==> src/rtl/rpe_pkg.sv <==
// ---------------------------------------------------------------------------
// rpe_pkg
// shared types, constants and tables of the rotary position embedding block
// ---------------------------------------------------------------------------
`default_nettype none
package rpe_pkg;

   localparam int PAIRS         = 64;
   localparam int MAX_POSITION  = 32768;
   localparam int CORDIC_STAGES = 24;
   localparam int PAIR_AW       = $clog2(PAIRS);
   localparam int QUEUE_DEPTH   = 4;
   localparam int QUEUE_AW      = $clog2(QUEUE_DEPTH);

   localparam logic [61:0] INV_TWO_PI_Q64  = 62'h28BE60DB9391054A;
   localparam logic [32:0] TWO_PI_Q30      = 33'h1921FB544;
   localparam logic signed [33:0] CORDIC_GAIN_Q30 = 34'sd652032875;

   localparam logic [31:0] ATAN_Q30 [32] = '{
      32'd843314857, 32'd497837829, 32'd263043837, 32'd133525159, 32'd67021687,
      32'd33543516, 32'd16775851, 32'd8388437, 32'd4194283, 32'd2097149,
      32'd1048576, 32'd524288, 32'd262144, 32'd131072, 32'd65536, 32'd32768,
      32'd16384, 32'd8192, 32'd4096, 32'd2048, 32'd1024, 32'd512, 32'd256,
      32'd128, 32'd64, 32'd32, 32'd16, 32'd8, 32'd4, 32'd2, 32'd1, 32'd0
   };

   typedef enum logic [1:0] {
      REQ_LOAD   = 2'd0,
      REQ_QUERY  = 2'd1,
      REQ_KEY    = 2'd2,
      REQ_IGNORE = 2'd3
   } req_kind_type;

   typedef struct packed {
      logic               is_query;
      logic [14:0]        position;
      logic signed [31:0] first_value;
      logic signed [31:0] second_value;
      logic [19:0]        query_scale;
      logic [31:0]        freq;
   } job_type;

   typedef struct packed {
      logic                  empty;
      logic [QUEUE_AW:0]     count;
   } queue_status_type;

endpackage
`default_nettype wire

==> src/rtl/rpe_queue.sv <==
// ---------------------------------------------------------------------------
// rpe_queue
// short fifo between the front and the back
// ---------------------------------------------------------------------------
`default_nettype none
module rpe_queue
   import rpe_pkg::*;
(
   input  wire               clock,
   input  wire               reset,
   input  wire               push,
   input  job_type           push_job,
   input  wire               pop,
   output job_type           head_job,
   output queue_status_type  status
);

   job_type             mem_ff [QUEUE_DEPTH];
   logic [QUEUE_AW-1:0] wr_ptr_ff, wr_ptr_in;
   logic [QUEUE_AW-1:0] rd_ptr_ff, rd_ptr_in;
   logic [QUEUE_AW:0]   count_ff, count_in;
   logic                do_pop;

   assign do_pop = pop && (count_ff != '0);
   assign head_job = mem_ff[rd_ptr_ff];
   assign status.empty = (count_ff == '0);
   assign status.count = count_ff;

   always_comb begin
      wr_ptr_in = push ? wr_ptr_ff + 1'b1 : wr_ptr_ff;
      rd_ptr_in = do_pop ? rd_ptr_ff + 1'b1 : rd_ptr_ff;
      count_in  = count_ff + (QUEUE_AW+1)'(push) - (QUEUE_AW+1)'(do_pop);
   end

   always_ff @(posedge clock) begin
      if (reset) begin
         wr_ptr_ff <= '0;
         rd_ptr_ff <= '0;
         count_ff  <= '0;
      end else begin
         wr_ptr_ff <= wr_ptr_in;
         rd_ptr_ff <= rd_ptr_in;
         count_ff  <= count_in;
      end
      if (push) begin
         mem_ff[wr_ptr_ff] <= push_job;
      end
   end

endmodule
`default_nettype wire

==> config.mk <==
export PLATFORM = sky130hd
export DESIGN_NAME = rpe_queue
export DESIGN_NICKNAME = d
export VERILOG_FILES = /design/src/rtl/rpe_pkg.sv /design/src/rtl/rpe_queue.sv
export SDC_FILE = /design/constraint.sdc
export NUM_CORES = 1
export LEC_CHECK = 0
export BUFFER_PORTS_ARGS = -buffer_cell sky130_fd_sc_hd__buf_4
export CORE_ASPECT_RATIO = 0.7
export CORE_MARGIN = 3
export CORE_UTILIZATION = 57
export CTS_CLUSTER_SIZE = 30
export DETAILED_ROUTE_END_ITERATION = 10
export HOLD_SLACK_MARGIN = 0.1
export PLACE_DENSITY = 0.79
export SKIP_CTS_REPAIR_TIMING = 1
export SYNTH_ARGS = -nofsm -noshare
export SYNTH_HDL_FRONTEND = slang
export SYNTH_SLANG_ARGS = --single-unit
==> constraint.sdc <==
create_clock -name clock -period 5.1 [get_ports clock]
set_input_delay 1.02 -clock clock [delete_from_list [all_inputs] [get_ports clock]]
set_output_delay 1.02 -clock clock [all_outputs]
set_load 0.005 [all_outputs]
-- Word level (Yosys, flattened, before mapping)
Memories as Yosys holds them, arrays and structs flattened. A register that Yosys moved wholly into a read port is not among the register bits.
Cells that the tools add are included.
- $add $sub $neg: 4
- mux-type cells: 4
- reductions and logical operators: 3
- operators with widths (cell ; count):
    2-bit by 1-bit adder with 2-bit output (second input constant) ; 2
    2-bit two-way mux ; 2
    3-bit by 1-bit adder with 3-bit output ; 1
    3-bit logical NOT ; 1
    3-bit nonzero test ; 1
    3-bit by 1-bit subtractor with 3-bit output ; 1
    1-bit two-way mux ; 2
    1-bit logical AND ; 1
- register bits after elaboration: 7
- RAM bits: 528
- input bits: 136
- output and inout bits: 136
- word-level logic and storage cells: 15
- memories kept: 1
- memory list (memory ; words ; width ; rd ports ; clocked after Yosys merged registers in ; write ports ; RTL line ; RTL):
    mem_ff ; 4 ; 132 ; 1 ; 1 ; 1 ; rpe_queue.sv:18 ; job_type mem_ff [QUEUE_DEPTH];

-- Depth between registers and ports, before layout
- depth after elaboration: 4
- depth in mapped cells: 8
- mapped depth without buffers: 8

-- Worst setup path after synthesis
Ideal clock, no wire load.
- path type: input -> register
- from: in push
- to: mem mem_ff[0][0] (netlist name) (enable)
- setup time: 0.506 ns
- arrival time: 4.042 ns
- data required time: 4.594 ns
- path slack: 0.552 ns
- cell stages on the path: 1
- buffers on the path: 0
- cell sequence: and2_1
- cells in the longest elaborated chain, start to end: 2
- RTL lines (what ; RTL line ; RTL):
    start: declaration ; rpe_queue.sv:11 ; input wire push,
    1-bit two-way mux ; rpe_queue.sv:45 ; if (push) begin
    1-bit two-way mux (not written as such) ; rpe_queue.sv:46 ; mem_ff[wr_ptr_ff] <= push_job;
    end: declaration ; rpe_queue.sv:18 ;
Every way passes these cells.

==> flow_summary.yaml <==
cells_and_area:
  postLayoutCoreUtil_pct: 71.1
  drive_above_1_share_pct: 45.1
  multiInputGateArea_mm2: 0.00324
  fin_cells: 1498
  num-nets-final: 1181
  nFillCells: 1928
  seq_area_mm2: 0.0160
  syn_to_final_growth_pct: 20.4
  stdcell_area_mm2: 0.0235
synthesis:
  ys_warn_count: 0
  synthesis.nets: 877
  syn-cell-area_mm2: 0.0195
  ys_ff_latch: 537
  synth_cells: 734
  yosysTopAreaCellShare_pct: 81.3
  ys_types: 19
  yosysSeqAreaShare_pct: 82.2
  synthTopCellsByArea: "edfxtp_1, mux4_2, dfxtp_1"
  yosysTopAreaCell: "edfxtp_1"
  syn_avg_cell_area_um2: 26.6
detailed_routing:
  wl_per_cell_um: 24.6
  wl_mm: 36.8
  dr_total_vias: 8627
  detail-route-antenna-nets: 0
  drc: 0
  viasPerCell: 5.76
  first_iter_violations: 653
  dr.pass1.iters: 5
placed_design:
  placed_cell_area_mm2: 0.0221
  gp_congestion: 0.707
  port_buffers: 271
  dpl.hpwl_mm: 22.4
  dpl_worst_slack_ns: 2.23
  place_inst: 1415
floorplan:
  die_y_um: 161
  pin_count: 272
  fp.dieW_um: 227
  floorplan.initialDensity_pct: 59.0
  core_area_mm2: 0.0330
  dieArea_mm2: 0.0365
  placementRows: 55
clock_network:
  insertion_delay_ns: 0.55
  cts_root_buf: "clkbuf_16"
  clockBufferDepth: 3
  clock-sinks: 537
  htreeDepth: 2
  clk_pin_slew_ns: 0.06
  cts_inserted_buffers: 48
  tritoncts: "done"
global_routing:
  globalRouteTotalUtil_pct: 20.6
  overflow: 0
  grt_max_degree: 68
  grt_pass1_wl_mm: 56.3
  grt_pass1_vias: 9277
  antenna_found_initial: 5
critical_path:
  required_ns: 4.08
  setup.worst_path.end_class: "primary output"
  start_kind: "flip-flop"
  arrival_ns: 2.34
  worst-setup-path-type: "flip-flop to primary output"
  path_max_fanout: 30
timing:
  period_share_pct: 65.8
  fin_hold_ws_ns: 0.574
  final.setup.tns_ns: 0
  slew_viol_final: 0
  worst_pin_slew_ns: 1.04
  period_needed_ns: 3.36
  layout_setup_ws_ns: 1.74
  hold_viol_final: 0
  fmax_ghz: 0.298
  setup_viol_count_final: 0
  max_slew_margin_pct: 30.9
  skew_ns: 0.0154
  rsz0062_at_grt: "no"
min_path:
  worst_hold_path_type: "flip-flop to flip-flop"
pwr:
  comb_power_share_pct: 18.5
  p_clk_share_pct: 31.7
  p_leak_nw: 7.85
  p_int_mw: 8.03
  switching_power_mw: 2.36
  p_sw_share_pct: 22.7
  finalPower_mw: 10.4
  sequentialPowerShare_pct: 49.8
  powerDensity_mw_per_mm2: 443
  ir_drop_mv: 0.341
flow_run:
  cap_violations: 0
status:
  status: "completed"
## area by class of cell
| type | instances | area share (%) |
|---|---|---|
| antenna | 3 | 0.0320 |
| clock buffer | 61 | 5.41 |
| clock inverter | 19 | 0.570 |
| inverter | 5 | 0.0799 |
| multi-input combinational | 161 | 13.8 |
| sequential | 537 | 68.3 |
| tap | 427 | 2.28 |
| timing repair buffer | 285 | 9.49 |
## per-layer routing
metal | wire, µm | share of wire [%] | track usage, % | vias to the layer above
li1 | - | - | - | 3776
met1 | 14600 | 40 | 28.2 | 4495
met2 | 17600 | 48 | 31.4 | 294
met3 | 3890 | 11 | 8.51 | 58
met4 | 693 | 1.9 | 5.07 | 4
met5 | 31 | 0.084 | 0 | -
## worst max-delay path, stage by stage, from the launching register on
cell     delay [ns]
dfxtp_4        0.67
buf_4          0.50
mux4_2         0.43
buf_4          0.16
## registers in the layout, summed over array words and instances, names as in the netlist, named ones only
register and cells:
mem_ff 528, rd_ptr_ff 2, count_ff 3, wr_ptr_ff 2
## kinds of logic after synthesis
group	share of synthesized area, %
compound gates	0.0899
xor+xnor	0.160
fa+ha+maj	0.488
buf+inv	1.17
flops	82.2
mux	15.5
simple gates	0.366
## power groups by stage
stage                     Clock, mW  Combinational [mW]  Sequential [mW]
after floorplan                   0                1.10             5.24
after global placement            0                1.92             5.26
after detailed placement          0                1.95             5.27
after CTS                      3.36                1.96             5.18
after global routing           3.55                2.08             5.20
final                          3.30                1.92             5.18
## path summary, 6_finish.rpt
path	startpoint	end	cells after the start	slack, ns
setup / recovery	flip-flop	head_job[109]	3	1.74
hold / removal	wr_ptr_ff[0]	wr_ptr_ff[0]	2	0.57
setup reg to reg	wr_ptr_ff[0]	mem_ff[2][89]	4	2.88
hold reg to reg	wr_ptr_ff[0]	wr_ptr_ff[0]	2	0.57
## layout by cell type, fill, tap and decap left out
cell,instances
inv_1,5
buf_4,278
mux2_2,3
mux2i_1,1
dfxtp_4,2
buf_12,7
o31a_1,1
inv_6,1
edfxtp_1,528
ha_1,6
clkinv_1,12
dfxtp_1,7
nor3_1,1
nor2_1,6
diode_2,3
fa_1,1
clkinv_2,4
and2_4,4
o311ai_0,1
xnor2_1,1
mux4_2,132
bufinv_16,2
clkbuf_1,12
xnor3_1,1
nor2b_1,3
clkbuf_16,49
## synthesized netlist by cell type
cell type  instances
clkbuf_1           6
fa_1               1
mux4_2           132
inv_1              5
dfxtp_1            9
and2_1             4
ha_1               6
nor3_1             1
xnor3_1            1
nor2_1             6
edfxtp_1         528
xnor2_1            1
nor2b_1            3
o31a_1             1
buf_2             15
mux2_2             3
o311ai_0           1
buf_6             10
mux2i_1            1
(Power assumes the default switching activity.)
