**src/rtl/rpe_pkg.sv**
```systemverilog
// ---------------------------------------------------------------------------
// rpe_pkg
// shared types, constants and tables of the rotary position embedding block
// ---------------------------------------------------------------------------
`default_nettype none
package rpe_pkg;

   localparam int PAIRS         = 64;
   localparam int MAX_POSITION  = 32768;
   localparam int CORDIC_STAGES = 24;
   localparam int PAIR_AW       = $clog2(PAIRS);
   localparam int QUEUE_DEPTH   = 4;
   localparam int QUEUE_AW      = $clog2(QUEUE_DEPTH);

   localparam logic [61:0] INV_TWO_PI_Q64  = 62'h28BE60DB9391054A;
   localparam logic [32:0] TWO_PI_Q30      = 33'h1921FB544;
   localparam logic signed [33:0] CORDIC_GAIN_Q30 = 34'sd652032875;

   localparam logic [31:0] ATAN_Q30 [32] = '{
      32'd843314857, 32'd497837829, 32'd263043837, 32'd133525159, 32'd67021687,
      32'd33543516, 32'd16775851, 32'd8388437, 32'd4194283, 32'd2097149,
      32'd1048576, 32'd524288, 32'd262144, 32'd131072, 32'd65536, 32'd32768,
      32'd16384, 32'd8192, 32'd4096, 32'd2048, 32'd1024, 32'd512, 32'd256,
      32'd128, 32'd64, 32'd32, 32'd16, 32'd8, 32'd4, 32'd2, 32'd1, 32'd0
   };

   typedef enum logic [1:0] {
      REQ_LOAD   = 2'd0,
      REQ_QUERY  = 2'd1,
      REQ_KEY    = 2'd2,
      REQ_IGNORE = 2'd3
   } req_kind_type;

   typedef struct packed {
      logic               is_query;
      logic [14:0]        position;
      logic signed [31:0] first_value;
      logic signed [31:0] second_value;
      logic [19:0]        query_scale;
      logic [31:0]        freq;
   } job_type;

   typedef struct packed {
      logic                  empty;
      logic [QUEUE_AW:0]     count;
   } queue_status_type;

endpackage
`default_nettype wire

```
**src/rtl/rpe_ram.sv**
```systemverilog
// ---------------------------------------------------------------------------
// rpe_ram
// generic single write port ram with registered read
// ---------------------------------------------------------------------------
`default_nettype none
module rpe_ram #(
   parameter int WIDTH = 32,
   parameter int DEPTH = 64
) (
   input  wire                       clock,
   input  wire                       wr_en,
   input  wire [$clog2(DEPTH)-1:0]   wr_addr,
   input  wire [WIDTH-1:0]           wr_data,
   input  wire                       rd_en,
   input  wire [$clog2(DEPTH)-1:0]   rd_addr,
   output logic [WIDTH-1:0]          rd_data
);

   logic [WIDTH-1:0] mem_ff [DEPTH];

   always_ff @(posedge clock) begin
      if (wr_en) begin
         mem_ff[wr_addr] <= wr_data;
      end
      if (rd_en) begin
         rd_data <= mem_ff[rd_addr];
      end
   end

endmodule
`default_nettype wire

```
**src/rtl/rpe_front.sv**
```systemverilog
// ---------------------------------------------------------------------------
// rpe_front
// accepts transactions, writes and reads the frequency table, feeds the queue
// ---------------------------------------------------------------------------
`default_nettype none
module rpe_front
   import rpe_pkg::*;
(
   input  wire               clock,
   input  wire               reset,
   input  wire               req_tvalid,
   output logic              req_tready,
   input  wire [1:0]         req_type,
   input  wire [5:0]         pair_index,
   input  wire [14:0]        position,
   input  wire [31:0]        first_value,
   input  wire [31:0]        second_value,
   input  wire [19:0]        query_scale,
   input  wire [31:0]        freq_word,
   input  queue_status_type  queue_status,
   output logic              push,
   output job_type           push_job
);

   logic        accept;
   logic        is_load;
   logic        is_rot;
   logic        slot_ok;
   logic [31:0] rd_data;
   logic        stage_v_ff, stage_v_in;
   job_type     stage_ff, stage_in;
   logic        stage_ok_ff, stage_ok_in;

   assign req_tready = (QUEUE_AW+2)'(queue_status.count) + (QUEUE_AW+2)'(stage_v_ff)
                       < (QUEUE_AW+2)'(QUEUE_DEPTH);
   assign accept = req_tvalid && req_tready;
   assign slot_ok = 9'(pair_index) < 9'(PAIRS);

   always_comb begin
      is_load = 1'b0;
      is_rot  = 1'b0;
      case (req_kind_type'(req_type))
         REQ_LOAD:  is_load = 1'b1;
         REQ_QUERY: is_rot = 1'b1;
         REQ_KEY:   is_rot = 1'b1;
         default:   is_rot = 1'b0;
      endcase
   end

   rpe_ram #(.WIDTH(32), .DEPTH(PAIRS)) u_table (
      .clock   (clock),
      .wr_en   (accept && is_load && slot_ok),
      .wr_addr (pair_index[PAIR_AW-1:0]),
      .wr_data (freq_word),
      .rd_en   (accept && is_rot),
      .rd_addr (pair_index[PAIR_AW-1:0]),
      .rd_data (rd_data)
   );

   always_comb begin
      stage_v_in  = accept && is_rot;
      stage_ok_in = slot_ok;
      stage_in.is_query     = (req_kind_type'(req_type) == REQ_QUERY);
      stage_in.position     = (17'(position) >= 17'(MAX_POSITION)) ?
                              15'(MAX_POSITION - 1) : position;
      stage_in.first_value  = first_value;
      stage_in.second_value = second_value;
      stage_in.query_scale  = query_scale;
      stage_in.freq         = '0;
   end

   always_ff @(posedge clock) begin
      if (reset) begin
         stage_v_ff <= 1'b0;
      end else begin
         stage_v_ff <= stage_v_in;
      end
      if (stage_v_in) begin
         stage_ff    <= stage_in;
         stage_ok_ff <= stage_ok_in;
      end
   end

   always_comb begin
      push          = stage_v_ff;
      push_job      = stage_ff;
      push_job.freq = stage_ok_ff ? rd_data : 32'd0;
   end

endmodule
`default_nettype wire

```
**config.mk**
```make
export PLATFORM = sky130hd
export DESIGN_NAME = rpe_front
export DESIGN_NICKNAME = d
export VERILOG_FILES = /design/src/rtl/rpe_pkg.sv /design/src/rtl/rpe_ram.sv /design/src/rtl/rpe_front.sv
export SDC_FILE = /design/constraint.sdc
export NUM_CORES = 2
export LEC_CHECK = 0
export BUFFER_PORTS_ARGS = -buffer_cell sky130_fd_sc_hd__buf_2
export CELL_PAD_IN_SITES_DETAIL_PLACEMENT = 1
export CELL_PAD_IN_SITES_GLOBAL_PLACEMENT = 2
export CORE_MARGIN = 4
export CORE_UTILIZATION = 48
export CTS_CLUSTER_SIZE = 25
export DETAILED_ROUTE_END_ITERATION = 6
export PLACE_DENSITY_LB_ADDON = 0.1
export SLEW_MARGIN = 20
export SYNTH_ARGS = -nofsm -noshare
export SYNTH_HDL_FRONTEND = slang
export SYNTH_SLANG_ARGS = --single-unit
```
**constraint.sdc**
```tcl
create_clock -name clock -period 6.05 [get_ports clock]
set_input_delay 0.9075 -clock clock [delete_from_list [all_inputs] [get_ports clock]]
set_output_delay 0.9075 -clock clock [all_outputs]
set_load 0.02 [all_outputs]
```
# After elaboration in Yosys (flattened, before gate mapping)
# Memories as Yosys holds them, arrays and structs flattened. A register that Yosys moved wholly into a read port is not among the register bits.
# Index checks and enable logic that the tools add are counted.
# totals
input_bits,146
ff_bits,101
ram_bits,2048
mem_count,1
elab_cells,20
# memory_table
memory,depth,word_bits,read_ports,rd_ports_with_merged_regs,wr,line,source
u_table.mem_ff,64,32,1,1,1,rpe_ram.sv:19,logic [WIDTH-1:0] mem_ff [DEPTH];
# op_classes
n_mux,4
n_addsub,1
n_reduce_logical,5
eq_ne,2
n_lt_le_gt_ge,1
# op_table
operator,n
3-bit by 1-bit adder with 4-bit output,1
4-bit by 3-bit less-than comparator with 1-bit output (second input constant),1
1-bit two-way mux,4
1-bit logical AND,3
2-bit by 1-bit == test with 1-bit output (second input constant),1
2-bit == test (second input constant),1
2-bit zero test,1
2-bit OR reduction,1

# Depth between registers and ports, before layout
# depth
ltp_word,6
mapped_depth,10
depth_no_buf,5

# Hierarchy
# A second synthesis with hierarchy kept.
# hier_totals
cells_unflattened,3435
hier_area_um2,81936.1
# by_module_without_submodules
mod,seq_area_each_um2,area_per_inst_um2,cells_per_inst,instances
rpe_ram,62459.9,78835.6,3324,1
rpe_front,3022.9,3100.5,111,1

# Worst setup path after synthesis
# OpenSTA, ideal clock, no wires.
# synth_timing
path_kind,input to register
from,input port queue_status[0] (netlist name)
to,"register stage_ff (netlist bit push_job[100]), enable pin"
setup_slack_ns,0.956
path_stages,2
required_time_ns,5.541
setup_ns,0.509
t_arrival_ns,4.585
cell_sequence,a31oi_1 -> and3_1
# synth_between
elab_chain_len,4
# synth_rtl
item,line,source
start: declaration,rpe_front.sv:20,"input queue_status_type queue_status,"
3-bit by 1-bit adder with 4-bit output,rpe_front.sv:34,assign req_tready = (QUEUE_AW+2)'(queue_status.count) + (QUEUE_AW+2)'(stage_v_ff)
4-bit by 3-bit less-than comparator with 1-bit output,rpe_front.sv:35,< (QUEUE_AW+2)'(QUEUE_DEPTH);
1-bit logical AND,rpe_front.sv:36,assign accept = req_tvalid && req_tready;
1-bit logical AND,rpe_front.sv:61,stage_v_in = accept && is_rot;
net stage_v_in,rpe_front.sv:30,"logic stage_v_ff, stage_v_in;"
end signal: assignment,rpe_front.sv:79,stage_ff <= stage_in;
end: declaration,rpe_front.sv:31,"job_type stage_ff, stage_in;"
# The timed path passes the listed nets, and every way through them passes these cells.
# A chain may end at the register's enable or synchronous reset.

# Final worst setup path
# layout_timing
from,register stage_v_ff (netlist: push)
to,"memory u_table.mem_ff[36][29], enable pin"
# layout_between
elab_chain_len,6
# layout_rtl
item,line,source
start: declaration,rpe_front.sv:30,
start signal: assignment,rpe_front.sv:76,stage_v_ff <= stage_v_in;
3-bit by 1-bit adder with 4-bit output,rpe_front.sv:34,
4-bit by 3-bit less-than comparator with 1-bit output,rpe_front.sv:35,
1-bit logical AND,rpe_front.sv:36,
1-bit logical AND,rpe_front.sv:52,".wr_en (accept && is_load && slot_ok),"
1-bit two-way mux,rpe_ram.sv:22,if (wr_en) begin
1-bit two-way mux (not written as such),rpe_ram.sv:23,mem_ff[wr_addr] <= wr_data;
end: declaration,rpe_ram.sv:19,
# No other way between the ends.

==> impl_metrics.toml <==
[floorplanning]
die_height_um = 422.0
core_area_um2 = 169800
start_util = 0.4843
fp.dieW_um = 422.0
io_pins = 280
num_rows = 151
fp.dieArea_um2 = 178100

[logic_synthesis]
synth_top_area_share = 0.7959
synth_area_leaders = "edfxtp_1, a221oi_1, mux4_2, mux2i_1, mux2_2"
synth_top_family_by_area = "compound AO/OA/AOI/OAI gates"
synth.area.mux_share = 0.06918
synth-edff-count = 2180
yosys.area_share.adder = 0.0003042
ys_seq_elements = 2181
syn_avg_cell_area_um2 = 19.06
synth_cells = 4315
yosys.area_share.simple = 0.02578
synth-compound-area-share = 0.09022
yosysSeqAreaShare = 0.7961
yosysUniqueCellTypes = 56
synth.cell_area_um2 = 82260
synth-xor-area-share = 0
synth_nets = 4463
ys_async_sr_fraction = 0
synth_ff_type = "edfxtp_1"
yosysTopAreaCell = "edfxtp_1"
yosys_warnings = 0

[route]
vias = 44972
wl_per_cell_um = 33.38
first_pass_iters = 5
route.final.wire_length_mm = 237.1
drt-initial-drc-count = 4839
ant_nets = 0
via_per_inst = 6.331
drc = 0

[global_routing]
grt_use_met1 = 0.3643
antenna_found_initial = 15
grt_first_pass_wirelength_mm = 337.6
grt_usage = 0.2628
first_global_vias = 46460
grt_util_met2 = 0.4248
busiest_layer = "met2"
gr-total-overflow = 0
grt_max_degree = 134
grtUsageMet3 = 0.05608

[power]
design_power_total_mw = 31.30
power.leakage_nw = 29.96
power_density_nw_per_um2 = 332.5
ir_worst_vdd_mv = 0.3183

[place]
gp_congestion = 0.8010
dp.cells = 6689
hpwlAfterDp_mm = 138.5
portBuffers = 278
postPlaceCellArea_um2 = 87230

[clock_tree]
cts_tree = "done"
clk_latency_ns = 0.86
cts_buffers = 221
cts_sinks = 2181
cts_max_level = 4
clockBufferDepth = 3
postCtsSetupRepairBufs = 0
clk_pin_slew_worst_paths_ns = 0.06
cts_resized = 0
holdBufCountCts = 0
clockRootBuffer = "clkbuf_16"

[timing]
finalHoldViolCount = 0
fin_crit_sh = 0.6144
fin_crit_ns = 3.717
relSlewSlack = 0.2305
worstMarginPinSlew_ns = 1.154
fmax_mhz = 269.0
tns_ns = 0
slew_violations = 0
finalSetupViolations = 0
skew_ns = 0.02143
rsz0062_at_grt = "false"

[setup_path]
cp_slowest_stage_delay_ns = 0.98
crit_family = "simple AND/OR/NAND/NOR gates"
cp_slowest_cell = "nor2_4"
end_kind = "flip-flop"
critPathBufInv = 1
path_max_fanout = 19
start_kind = "flip-flop"
path_class = "reg2reg"
worstPathArrival_ns = 4.24
cp_data_required_time_ns = 6.57
crit_chain = "a31oi_1 -> and3_1 -> nand2_1 -> nor2_4 -> buf_4"
r2r_slack_ns = 2.33

[finish]
design_area_um2 = 94140
nets = 4843
final_cells = 7104
layout_commonest_cell = "edfxtp_1"
final_cell_mix = "edfxtp_1, a221oi_1, buf_2"
area_growth_pct = 14.45
drive_gt1_frac = 0.2314

[outcome]
status = "complete, no violations"

[min_path]
hp-class = "in2reg"

[run]
drv_cap = 0
where the power goes:
| group | switching [mW] | internal [mW] | leakage (nW) | total, mW |
|---|---|---|---|---|
| clock | 5.76 | 7.24 | 3.36 | 13.0 |
| sequential | 0.0174 | 16.7 | 19.6 | 16.7 |
| combinational | 1.12 | 0.466 | 6.98 | 1.59 |
state kept, by name (all words and copies together) (netlist names):
| register | count |
|---|---|
| push_job | 100 |
| u_table.mem_ff | 2048 |
| push | 1 |
| u_table.rd_data | 32 |
per-layer routing:
| layer | wire, um | up-vias |
|---|---|---|
| li1 | - | 18995 |
| met1 | 99740 | 23915 |
| met2 | 114700 | 1711 |
| met3 | 17180 | 345 |
| met4 | 5450 | 6 |
| met5 | 35 | - |
through the flow:
stage | hold slack, ns | worst slack, ns | utilization
2_1_floorplan | 0.6295 | 0.9564 | -
3_3_place_gp | 0.7543 | 1.615 | 0.5136
3_5_place_dp | 0.7581 | 1.616 | 0.5136
4_1_cts | 0.1559 | 2.387 | 0.5539
5_1_grt | 0.1780 | 2.221 | 0.5542
6_report | 0.2149 | 2.333 | 0.5543
synthesized netlist by cell type, drive strengths merged, types with 6 or more instances:
library cell  instances
edfxtp             2180
a221oi              331
mux2i               186
a22oi               176
mux2                164
buf                 160
clkbuf              155
o22ai               136
nor2                131
a21oi                90
mux4                 88
o21ai                63
a222oi               59
nand2                53
nor3b                34
nand2b               32
nor3                 32
nand4                31
and3                 21
nand3                17
o211ai               17
or3b                 16
a211o                15
a22o                 15
o22a                 15
a311oi               14
o21a                 14
nor2b                 7
o221ai                7
a31oi                 6
and2                  6
worst paths after layout:
| path | from | endpoint | cells after the start |
|---|---|---|---|
| min reg2reg | u_table.mem_ff[11][13] | u_table.rd_data[13] | 4 |
| max reg2reg | push | u_table.mem_ff[36][29] | 5 |
| min | reset | push | 2 |
| max | push | u_table.mem_ff[36][29] | 5 |
layout make-up:
cell class | count | area, um^2
diodes | 7 | 17.52
flip-flops and latches | 2181 | 65480
clock buffers | 269 | 5731
fillers | 14869 | 75710
clock inverters | 138 | 1129
inverters | 5 | 25.02
repair buffers | 472 | 3146
well taps | 2218 | 2775
multi-input cells | 1814 | 15840
cells by family after synthesis:
group	after synthesis
simple gates	400
mux	438
flops	2181
compound gates	974
buf+inv	320
fa+ha+maj	2
(Power assumes the default switching activity.)
